<file path="src/rtl/core/pstd_pkg.sv">
// ----------------------------------------------------------------------------
// prime sum package
// shared constants and sequencer states for the prime sum block
// ----------------------------------------------------------------------------
package pstd_pkg;

  localparam int LIMIT_BITS_DEF = 16;
  localparam int SUM_BITS       = 28;
  // remainder bits resolved per divider cycle
  localparam int RADIX          = 4;
  localparam int FIRST_DIVISOR  = 2;

  typedef enum logic [1:0] {
    ST_IDLE,
    ST_CHECK,
    ST_DIVIDE,
    ST_DONE
  } state_t;

endpackage

</file>
<file path="src/rtl/core/prime_sum_trial_division.sv">
// a limit below two goes straight to the result; else each candidate 2..limit is
//   tried in turn: a check and a divide pass per trial, then a last check per prime
// the shared radix-16 remainder unit sets the pace of each trial
// one request at a time: busy is high from accept through the strobe, and the next
// request is taken after it; out_valid is high for one cycle; the receiver cannot stall
// reset: synchronous active-low rst_n returns the sequencer to idle
// ----------------------------------------------------------------------------
// prime sum by trial division
// sums all primes up to an inclusive limit using a shared iterative divider
// ----------------------------------------------------------------------------
module prime_sum_trial_division import pstd_pkg::*; #(
  parameter int LIMIT_BITS = LIMIT_BITS_DEF
) (
  input  logic                  clk,
  input  logic                  rst_n,
  input  logic                  start,
  output logic                  busy,
  input  logic [LIMIT_BITS-1:0] in_limit,
  output logic                  out_valid,
  output logic [SUM_BITS-1:0]   out_prime_sum
);

  localparam int DIV_BITS = (LIMIT_BITS + 1) / 2 + 1;
  localparam int SQ_BITS  = LIMIT_BITS + 2;
  localparam int STEPS    = (LIMIT_BITS + RADIX - 1) / RADIX;
  localparam int PAD_BITS = STEPS * RADIX;
  localparam int CNT_BITS = $clog2(STEPS + 1);

  state_t                state_r,  state_nxt;
  logic [LIMIT_BITS-1:0] lim_r,    lim_nxt;
  logic [LIMIT_BITS-1:0] cand_r,   cand_nxt;
  logic [DIV_BITS-1:0]   div_r,    div_nxt;
  logic [SQ_BITS-1:0]    sq_r,     sq_nxt;
  logic [SUM_BITS-1:0]   acc_r,    acc_nxt;
  logic [DIV_BITS-1:0]   rem_r,    rem_nxt;
  logic [PAD_BITS-1:0]   dvd_r,    dvd_nxt;
  logic [CNT_BITS-1:0]   cnt_r,    cnt_nxt;

  logic [DIV_BITS-1:0]   rem_step;
  logic [PAD_BITS-1:0]   dvd_step;
  logic                  is_last;
  logic                  prime_now;
  logic                  div_last;
  logic                  small_lim;

  // shared divider: RADIX restoring steps per cycle
  always_comb begin
    logic [DIV_BITS:0]   part;
    logic [DIV_BITS-1:0] r;
    logic [PAD_BITS-1:0] q;
    r = rem_r;
    q = dvd_r;
    part = '0;
    for (int i = 0; i < RADIX; i++) begin
      part = {r, q[PAD_BITS-1]};
      q = q << 1;
      if (part >= {1'b0, div_r}) begin
        part = part - {1'b0, div_r};
      end
      r = part[DIV_BITS-1:0];
    end
    rem_step = r;
    dvd_step = q;
  end

  assign is_last   = (cand_r == lim_r);
  // divisor squared beyond candidate: no divisor left, candidate is prime
  assign prime_now = (sq_r > SQ_BITS'(cand_r));
  assign div_last  = (cnt_r == CNT_BITS'(1));
  assign small_lim = (in_limit < LIMIT_BITS'(FIRST_DIVISOR));

  // next state
  always_comb begin
    state_nxt = state_r;
    case (state_r)
      ST_IDLE: begin
        if (start) begin
          state_nxt = small_lim ? ST_DONE : ST_CHECK;
        end
      end
      ST_CHECK: begin
        if (prime_now) begin
          state_nxt = is_last ? ST_DONE : ST_CHECK;
        end else begin
          state_nxt = ST_DIVIDE;
        end
      end
      ST_DIVIDE: begin
        if (div_last) begin
          state_nxt = ((rem_step == '0) && is_last) ? ST_DONE : ST_CHECK;
        end
      end
      ST_DONE:   state_nxt = ST_IDLE;
      default:   state_nxt = ST_IDLE;
    endcase
  end

  // datapath next values
  always_comb begin
    lim_nxt  = lim_r;
    cand_nxt = cand_r;
    div_nxt  = div_r;
    sq_nxt   = sq_r;
    acc_nxt  = acc_r;
    rem_nxt  = rem_r;
    dvd_nxt  = dvd_r;
    cnt_nxt  = cnt_r;
    case (state_r)
      ST_IDLE: begin
        if (start) begin
          lim_nxt  = in_limit;
          cand_nxt = LIMIT_BITS'(FIRST_DIVISOR);
          div_nxt  = DIV_BITS'(FIRST_DIVISOR);
          sq_nxt   = SQ_BITS'(FIRST_DIVISOR * FIRST_DIVISOR);
          acc_nxt  = '0;
        end
      end
      ST_CHECK: begin
        if (prime_now) begin
          acc_nxt = acc_r + SUM_BITS'(cand_r);
          if (!is_last) begin
            cand_nxt = cand_r + LIMIT_BITS'(1);
            div_nxt  = DIV_BITS'(FIRST_DIVISOR);
            sq_nxt   = SQ_BITS'(FIRST_DIVISOR * FIRST_DIVISOR);
          end
        end else begin
          rem_nxt = '0;
          dvd_nxt = PAD_BITS'(cand_r);
          cnt_nxt = CNT_BITS'(STEPS);
        end
      end
      ST_DIVIDE: begin
        rem_nxt = rem_step;
        dvd_nxt = dvd_step;
        cnt_nxt = cnt_r - CNT_BITS'(1);
        if (div_last) begin
          if (rem_step == '0) begin
            if (!is_last) begin
              cand_nxt = cand_r + LIMIT_BITS'(1);
              div_nxt  = DIV_BITS'(FIRST_DIVISOR);
              sq_nxt   = SQ_BITS'(FIRST_DIVISOR * FIRST_DIVISOR);
            end
          end else begin
            // (d+1)^2 = d^2 + 2d + 1
            div_nxt = div_r + DIV_BITS'(1);
            sq_nxt  = sq_r + SQ_BITS'({div_r, 1'b1});
          end
        end
      end
      default: begin
      end
    endcase
  end

  // outputs
  always_comb begin
    busy      = (state_r != ST_IDLE);
    out_valid = (state_r == ST_DONE);
  end

  assign out_prime_sum = acc_r;

  always_ff @(posedge clk) begin
    if (!rst_n) begin
      state_r <= ST_IDLE;
    end else begin
      state_r <= state_nxt;
    end
  end

  always_ff @(posedge clk) begin
    lim_r  <= lim_nxt;
    cand_r <= cand_nxt;
    div_r  <= div_nxt;
    sq_r   <= sq_nxt;
    acc_r  <= acc_nxt;
    rem_r  <= rem_nxt;
    dvd_r  <= dvd_nxt;
    cnt_r  <= cnt_nxt;
  end

endmodule

</file>
<file path="config.mk">
export PLATFORM = sky130hd
export DESIGN_NAME = prime_sum_trial_division
export DESIGN_NICKNAME = d
export VERILOG_FILES = /design/src/rtl/core/pstd_pkg.sv /design/src/rtl/core/prime_sum_trial_division.sv
export SDC_FILE = /design/constraint.sdc
export NUM_CORES = 1
export LEC_CHECK = 0
export BUFFER_PORTS_ARGS = -buffer_cell sky130_fd_sc_hd__buf_2
export CORE_MARGIN = 2
export CORE_UTILIZATION = 45
export DETAILED_ROUTE_END_ITERATION = 12
export HOLD_SLACK_MARGIN = 0.03
export SYNTH_ARGS = -nofsm -noshare
export SYNTH_HDL_FRONTEND = slang
export SYNTH_SLANG_ARGS = --single-unit
</file>
<file path="constraint.sdc">
create_clock -name clk -period 18.2 [get_ports clk]
set_input_delay 1.82 -clock clk [delete_from_list [all_inputs] [get_ports clk]]
set_output_delay 1.82 -clock clk [all_outputs]
set_load 0.02 [all_outputs]
</file>
# ---- Word level (Yosys, flattened, before mapping)
# Cells that the tools add are included.
# W data, S select, Z words.
dict set report classes {
  addsub 9
  order_cmp 6
  n_reduce_logical 13
  mux 38
  eq_ne 10
}
# operator n
set ops {}
lappend ops {{$mux W16} 6}
lappend ops {{$mux W18} 5}
lappend ops {{$mux W9} 10}
lappend ops {{$mux W28} 2}
lappend ops {{$pmux W28 S2} 1}
lappend ops {{$pmux W18 S3} 1}
lappend ops {{$pmux W16 S3} 1}
lappend ops {{$ge A10 B9 Y1} 4}
lappend ops {{$sub A9 B9 Y9} 4}
lappend ops {{$pmux W16 S2} 1}
lappend ops {{$add A28 B16 Y28} 1}
lappend ops {{$pmux W9 S3} 1}
lappend ops {{$add A18 B10 Y18} 1}
lappend ops {{$gt A18 B16 Y1} 1}
lappend ops {{$pmux W9 S2} 1}
lappend ops {{$add A16 B1 Y16 const B} 1}
lappend ops {{$eq A16 B16 Y1} 1}
lappend ops {{$lt A16 B2 Y1 const B} 1}
lappend ops {{$mux W2} 6}
lappend ops {{$ne A2 B2 Y1 const B} 5}
lappend ops {{$add A9 B1 Y9 const B} 1}
lappend ops {{$logic_not A9 Y1} 1}
lappend ops {{$pmux W2 S4} 1}
lappend ops {{$pmux W3 S2} 1}
lappend ops {{13 further kinds} 18}
dict set report word_totals {
  in_bits 19
  register_bits 117
}

# ---- Depth between registers and ports, before layout
# Gate-level depths: netlist of the first run.
dict set report logic_depth {
  word_depth 13
  depth_mapped 44
}

# ---- Least setup slack after synthesis of the first run
# No wires, ideal clock.
dict set report synth_path {
  path_type {reg2reg}
  startpoint {register div_r[0]}
  endpoint {register cand_r[0], enable pin}
  path_stages_with_launch 38
  required_ns 17.827
  t_arrival_ns 8.012
  setup_ns 0.373
  setup_slack_ns 9.815
  path_cell_list {edfxtp_1 > ha_1 > inv_1 > fa_1 > a211oi_2 > o21ai_2 > a32oi_1 > nand2_2 > o21ai_0 > fa_1 > nand2b_1 > a21oi_1 > a41o_1 > a311o_1 > nor2_2 > buf_6 > a21o_1 > inv_1 > [2 not listed] > a21oi_1 > nand4bb_1 > a22oi_1 > o21ai_2 > o31ai_4 > nand2_1 > o21ai_0 > fa_1 > a21o_1 > a21o_1 > a41oi_1 > o21ai_0 > a21oi_1 > o41ai_2 > a211oi_4 > o21ai_2 > o21ai_4 > o21a_1}
}
dict set report synth_via {
  elab_chain_len 11
  word_cells_on_any_way 15
}
# item line_no
set synth_lines {}
lappend synth_lines {{start, declared} prime_sum_trial_division.sv:32} ;# logic [DIV_BITS-1:0] div_r, div_nxt;
lappend synth_lines {{start signal, assigned} prime_sum_trial_division.sv:174} ;# div_r <= div_nxt;
lappend synth_lines {{$sub A9 B9 Y9 or $ge A10 B9 Y1 (tied branches)} {prime_sum_trial_division.sv:58, prime_sum_trial_division.sv:57}}
lappend synth_lines {{$mux W9} prime_sum_trial_division.sv:57} ;# if (part >= {1'b0, div_r}) begin
lappend synth_lines {{$sub A9 B9 Y9 or $ge A10 B9 Y1 (tied branches)} {prime_sum_trial_division.sv:58, prime_sum_trial_division.sv:57}}
lappend synth_lines {{$mux W9} prime_sum_trial_division.sv:57}
lappend synth_lines {{$sub A9 B9 Y9 or $ge A10 B9 Y1 (tied branches)} {prime_sum_trial_division.sv:58, prime_sum_trial_division.sv:57}}
lappend synth_lines {{$mux W9} prime_sum_trial_division.sv:57}
lappend synth_lines {{$sub A9 B9 Y9 or $ge A10 B9 Y1 (tied branches)} {prime_sum_trial_division.sv:58, prime_sum_trial_division.sv:57}}
lappend synth_lines {{$mux W9 *} prime_sum_trial_division.sv:57}
lappend synth_lines {{$logic_not A9 Y1 *} prime_sum_trial_division.sv:137} ;# if (rem_step == '0) begin
lappend synth_lines {{$ne A2 B2 Y1 (no source line) *} -}
lappend synth_lines {{$reduce_and A5 Y1 (no source line) *} -}
lappend synth_lines {{end signal, assigned} prime_sum_trial_division.sv:173} ;# cand_r <= cand_nxt;
lappend synth_lines {{end, declared} prime_sum_trial_division.sv:31} ;# logic [LIMIT_BITS-1:0] cand_r, cand_nxt;
# Every way passes the cells marked *; elsewhere a longest branch is shown, timed or not.
# A chain may end at the register's enable or synchronous reset.

# ---- Final worst setup path of the first run
dict set report layout_path {
  startpoint {register div_r[1]}
  endpoint {register sq_r[17], data pin}
}
dict set report layout_via {
  elab_chain_len 12
  word_cells_on_any_way 17
}
# item line_no
set layout_lines {}
lappend layout_lines {{$sub A9 B9 Y9 or $ge A10 B9 Y1 (tied branches)} {prime_sum_trial_division.sv:58, prime_sum_trial_division.sv:57}}
lappend layout_lines {{$mux W9} prime_sum_trial_division.sv:57}
lappend layout_lines {{$sub A9 B9 Y9 or $ge A10 B9 Y1 (tied branches)} {prime_sum_trial_division.sv:58, prime_sum_trial_division.sv:57}}
lappend layout_lines {{$mux W9} prime_sum_trial_division.sv:57}
lappend layout_lines {{$sub A9 B9 Y9 or $ge A10 B9 Y1 (tied branches)} {prime_sum_trial_division.sv:58, prime_sum_trial_division.sv:57}}
lappend layout_lines {{$mux W9} prime_sum_trial_division.sv:57}
lappend layout_lines {{$sub A9 B9 Y9 or $ge A10 B9 Y1 (tied branches)} {prime_sum_trial_division.sv:58, prime_sum_trial_division.sv:57}}
lappend layout_lines {{$mux W9} prime_sum_trial_division.sv:57}
lappend layout_lines {{$logic_not A9 Y1} prime_sum_trial_division.sv:137}
lappend layout_lines {{$mux W18 *} prime_sum_trial_division.sv:137}
lappend layout_lines {{$mux W18 *} prime_sum_trial_division.sv:136} ;# if (div_last) begin
lappend layout_lines {{$pmux W18 S3 *} prime_sum_trial_division.sv:108} ;# case (state_r)
lappend layout_lines {{via sq_nxt[17]} prime_sum_trial_division.sv:33} ;# logic [SQ_BITS-1:0] sq_r, sq_nxt;
lappend layout_lines {{end signal, assigned} prime_sum_trial_division.sv:175} ;# sq_r <= sq_nxt;
lappend layout_lines {{end, declared} prime_sum_trial_division.sv:33}
# Mark *: on every way through the listed nets, which the timed path passes. The rest lies on a longest branch. The select of a mux whose other input is x is not followed.

==> results.yml, run 1 <==
status:
  status: "complete, no violations"
worst_setup_path:
  worstPathRequired_ps: 18370
  crit_path_start_kind: "flop"
  crit_slowest_cell: "o21ai_0"
  cpPeakStageDelay_ps: 560
  worstPathArrival_ps: 10380
  crit_family: "compound AO/OA/AOI/OAI gates"
  critPathMaxFanout: 23
  crit_type: "reg -> reg"
  cp-end-kind: "flop"
  crit_path_frequent_cell: "fa_1"
  timing.critical_path.buf_inv: 2
yosys:
  synthCells: 956
  async_reset_ff_share_pct: 0
  synth_top_area_share_pct: 37.1
  ys_seq_elements: 117
  synth-main-ff-cell: "edfxtp_1"
  yosys-top-cells-count: "115 x edfxtp_1, 86 x ha_1, 67 x o21ai_0, 65 x inv_1, 63 x nand2_1"
  synth_area_leaders: "edfxtp_1 37%, ha_1 12%, xnor2_1 4.7%"
  avgSynthCellArea_um2: 9.73
  ys_seq_area_share_pct: 37.5
  synthAdderAreaFrac_pct: 12.9
  synth-simple-area-share_pct: 18.4
  yosysMostFrequentCell: "edfxtp_1"
  yosysTopAreaCell: "edfxtp_1"
  synth_top_family_by_area: "compound AO/OA/AOI/OAI gates"
  synthMuxAreaShare_pct: 0.672
  synth_edf_count: 115
  synth_cell_types: 89
  synth-xor-area-share_pct: 7.15
  ys_warn_count: 0
  synth_compound_area_share_pct: 19.8
  synthesis.area_um2: 9310
  synth_nets: 1067
cells_and_area:
  fin_cells: 1292
  n_fill_cell: 1898
  antennaDiodeCount: 0
  layout-drive-gt1-share_pct: 12.1
  nets: 1120
  area_growth_pct: 12.4
  final_area_um2: 10500
global_routing:
  grt_pass1_vias: 7071
  antenna_found_initial: 0
  grt_use_total_pct: 22.0
  grt_pass1_wl_um: 37700
  grt_max_degree: 37
  grt_overflow: 0
timing:
  finalCritPeriodShare_pct: 56.1
  finClkSkew_ps: 14.1
  tightest_slew_ps: 805
  post-route-min-period_ps: 10210
  final-setup-viol-count: 0
  setup_ws_ps: 7990
  max_freq_mhz: 98.0
  finalSetupTns_ps: 0
  rsz0062_at_grt: "no"
  hold_violations: 0
  slew_headroom_pct: 45.9
  slew_viol_final: 0
clock_tree:
  cts.repair.resized: 0
  cts.reportedPaths.clkPinSlew_ps: 60
  cts-buffers-inserted: 17
  clockBufferDepth: 2
  h-tree-depth: 4
  clock-root-buffer: "clkbuf_16"
  clk_latency_ps: 430
  clock_sinks: 117
  post_cts_buffers: 0
  cts_tree: "built"
  cts_hold_buf: 0
floorplan:
  rows: 52
  die-area_um2: 21800
  fp.coreArea_um2: 20200
  initial_core_util_pct: 46.0
  fp.dieH_um: 148
  io_pins: 49
  die_w_um: 148
hold_path:
  min_path_type: "reg -> reg"
detailed_routing:
  viasPerCell: 5.72
  drt_pass1_iterations: 5
  first_iter_violations: 569
  ant_nets: 0
  wl_per_cell_um: 18.1
  wirelength_um: 23400
  drc_errors: 0
  via_count: 7392
placement:
  hpwlAfterDp_um: 17400
  io_buffers: 48
  dp.cells: 1260
  gp_congestion: 0.935
  detailed_place.area_um2: 9840
  dp_slack_ps: 8110
flow_run:
  maxCapViolCount: 0
==> final timing paths <==
kind	startpoint	end	depth (start not counted)	slack (ps)
max	div_r[1]	sq_r[17]	35	7990
min	dvd_r[3]	dvd_r[7]	2	530
max reg2reg	div_r[1]	sq_r[17]	35	7990
min reg2reg	dvd_r[3]	dvd_r[7]	2	530
==> registers in the layout, indices dropped and copies added, names as in the netlist <==
register / count
cnt_r: 3
state_r: 2
rem_r: 9
out_prime_sum: 28
sq_r: 18
div_r: 9
dvd_r: 16
cand_r: 16
lim_r: 16
==> kinds of logic after synthesis <==
kind of cell    count (synthesis)
buf+inv                        85
flops                         117
compound gates                258
mux                             6
fa+ha+maj                      92
simple gates                  322
xor+xnor                       76
==> worst reg2reg max path: cells and delay by family (launching register included) <==
family / cells / cell delay (ps)
AO/OA/AOI/OAI: 21 / 5260
adder cells (fa/ha/maj): 4 / 1790
buffers and inverters: 2 / 320
flip-flops: 1 / 550
AND/OR/NAND/NOR: 8 / 2020
==> area by class of cell <==
class | instances | area [µm²] | area share [%]
timing repair buffer | 53 | 278 | 2.66
clock inverter | 15 | 194 | 1.85
inverter | 66 | 248 | 2.37
multi-input combinational | 754 | 5480 | 52.4
clock buffer | 17 | 425 | 4.07
sequential | 117 | 3490 | 33.4
tap | 270 | 338 | 3.23
==> layer usage <==
metal / GRT usage [%] / part of all wire (%) / up-vias
li1: - / - / 3680
met1: 32.6 / 51 / 3530
met2: 32.8 / 44 / 152
met3: 3.86 / 4.3 / 30
met4: 6.30 / 1.4 / 0
met5: 0 / 0 / -
==> cells in the final DEF, fill, tap and decap left out, types with 10 or more instances in the layout <==
cell type  count
edfxtp_1     115
ha_1          86
o21ai_0       67
inv_1         65
nand2_1       63
nor2_1        59
xnor2_1       50
buf_2         48
a21oi_1       47
and2_1        44
nor3_1        34
xor2_1        26
a21o_1        24
nand3_1       22
clkbuf_16     17
o21a_1        15
nor4_1        14
nand4_1       13
and3_1        13
nor2b_1       10
a211oi_1      10
==> stage by stage <==
step / utilization, % / hold WS, ps
2_1_floorplan: - / 493
3_3_place_gp: 48.6 / 504
3_5_place_dp: 48.6 / 513
4_1_cts: 51.7 / 523
5_1_grt: 51.7 / 557
6_report: 51.7 / 527
Power of run 1 is not shown: default switching activity piles up to over one toggle a cycle in this logic, so the estimate is an artifact.
==> run 2, diff against run 1 <==
clock period = 10.4 ns   (was 18.2 ns; I/O delays follow)
==> run 2 against run 1 <==
Effect of this change: utilization increased by 0.59 points; worst setup slack got worse by 7200 ps; via count increased by 1.1%; worst hold slack got worse by 5.0 ps; first-iteration DRC count decreased by 6.2%; global-route usage decreased by 0.095 points; final cell count increased by 0.77%; clock-buffer cell count increased by 2.
==> results.yml, run 2 (synthesis gave the netlist of run 1 again) <==
status:
  status: "complete, no violations"
timing:
  hold_slack_ps: 522
  hold_violations: 0
  finClkSkew_ps: 8.27
  slew_viol_final: 0
  slew_headroom_pct: 46.4
  rsz0062_at_grt: "no"
  finalSetupTns_ps: 0
  tightest_slew_ps: 799
  max_freq_mhz: 104
  post-route-min-period_ps: 9650
  finalCritPeriodShare_pct: 92.8
  final-setup-viol-count: 0
clock_tree:
  clock_sinks: 117
  clockBufferDepth: 2
  cts.reportedPaths.clkPinSlew_ps: 50
  cts-buffers-inserted: 17
  cts_tree: "built"
  clock-root-buffer: "clkbuf_16"
  clk_latency_ps: 420
  post_cts_buffers: 0
  cts_hold_buf: 0
  h-tree-depth: 4
detailed_routing:
  first_iter_violations: 534
  wirelength_um: 23100
  drc_errors: 0
  viasPerCell: 5.74
  drt_pass1_iterations: 5
  via_count: 7471
  wl_per_cell_um: 17.8
  ant_nets: 0
floorplan:
  initial_core_util_pct: 46.0
  die_w_um: 148
  fp.coreArea_um2: 20200
  fp.dieH_um: 148
  io_pins: 49
  die-area_um2: 21800
  rows: 52
global_routing:
  grt_pass1_wl_um: 37500
  antenna_found_initial: 0
  grt_pass1_vias: 7065
  grt_max_degree: 37
  grt_use_total_pct: 21.9
  grt_overflow: 0
worst_setup_path:
  cpPeakStageDelay_ps: 540
  crit_type: "reg -> reg"
  cp-end-kind: "flop"
  worstPathRequired_ps: 10560
  crit_path_start_kind: "flop"
  worstPathArrival_ps: 9820
  crit_family: "compound AO/OA/AOI/OAI gates"
  crit_slowest_cell: "fa_1"
  crit_path_frequent_cell: "a21oi_1"
  timing.critical_path.buf_inv: 4
  critPathMaxFanout: 14
hold_path:
  min_path_type: "reg -> reg"
placement:
  gp_congestion: 0.908
  io_buffers: 48
  hpwlAfterDp_um: 17300
cells_and_area:
  area_growth_pct: 13.7
  layout_common_cells: "115 x edfxtp_1, 86 x ha_1, 66 x o21ai_0, 65 x inv_1, 63 x nand2_1"
  nets: 1130
  final_common_cell: "edfxtp_1"
  largest_reg_flops: 28
  antennaDiodeCount: 0
  layout-drive-gt1-share_pct: 12.8
  postLayoutCoreUtil_pct: 52.3
flow_run:
  maxCapViolCount: 0
run 2: cell types whose count changed in the layout (fill, tap and decap cells not counted), sizes merged:
cell      before  now
clkinv         6    3
inv           71   67
buf           53   63
clkbuf        17   19
bufinv         3    6
clkinvlp       1    3
run 2: final cells by class:
| cell class | instances | area, µm² |
|---|---|---|
| multi-input cells | 754 | 5480 |
| clock inverters | 13 | 229 |
| inverters | 66 | 248 |
| flip-flops and latches | 117 | 3490 |
| repair buffers | 63 | 353 |
| fillers | 1925 | 9660 |
| well taps | 270 | 338 |
| clock buffers | 19 | 433 |
run 2: what timing repair did:
| item | 4_1_cts | 5_1_grt |
|---|---|---|
| gates resized for setup | 0 | 2 |
| endpoints found under the hold margin | 0 | 0 |
| endpoints found under the setup margin | 0 | 23 |
run 2: per-stage QoR:
step	cell area, µm²	setup WS (ps)	std cells
floorplan	9310	2010	956
global placement	9910	832	1270
detailed placement	9910	454	1270
finish	10600	747	1302
CTS	10600	418	1302
global route	10600	83.4	1302
run 2: worst reg2reg max path, delay by kind of cell (launching register included):
family | cells | cell delay, ps
buf+inv | 4 | 620
compound gates | 20 | 4370
simple gates | 8 | 1740
mux | 1 | 340
flops | 1 | 520
fa+ha+maj | 4 | 1810
run 2: per-layer routing:
layer	global-route usage (%)	share of wire, %	vias up
met3	3.27	5.2	29
li1	-	-	3692
met4	6.20	1.5	0
met2	33.0	44	216
met1	32.6	50	3534
met5	0	0	-
run 2: final timing paths:
| path | startpoint | end | slack (ps) | depth (start not counted) |
|---|---|---|---|---|
| setup reg to reg | div_r[1] | sq_r[15] | 750 | 37 |
| hold reg to reg | dvd_r[6] | dvd_r[10] | 520 | 2 |
| setup / recovery | div_r[1] | sq_r[15] | 750 | 37 |
| hold / removal | dvd_r[6] | dvd_r[10] | 520 | 2 |
Power of run 2 is left out for the same reason.
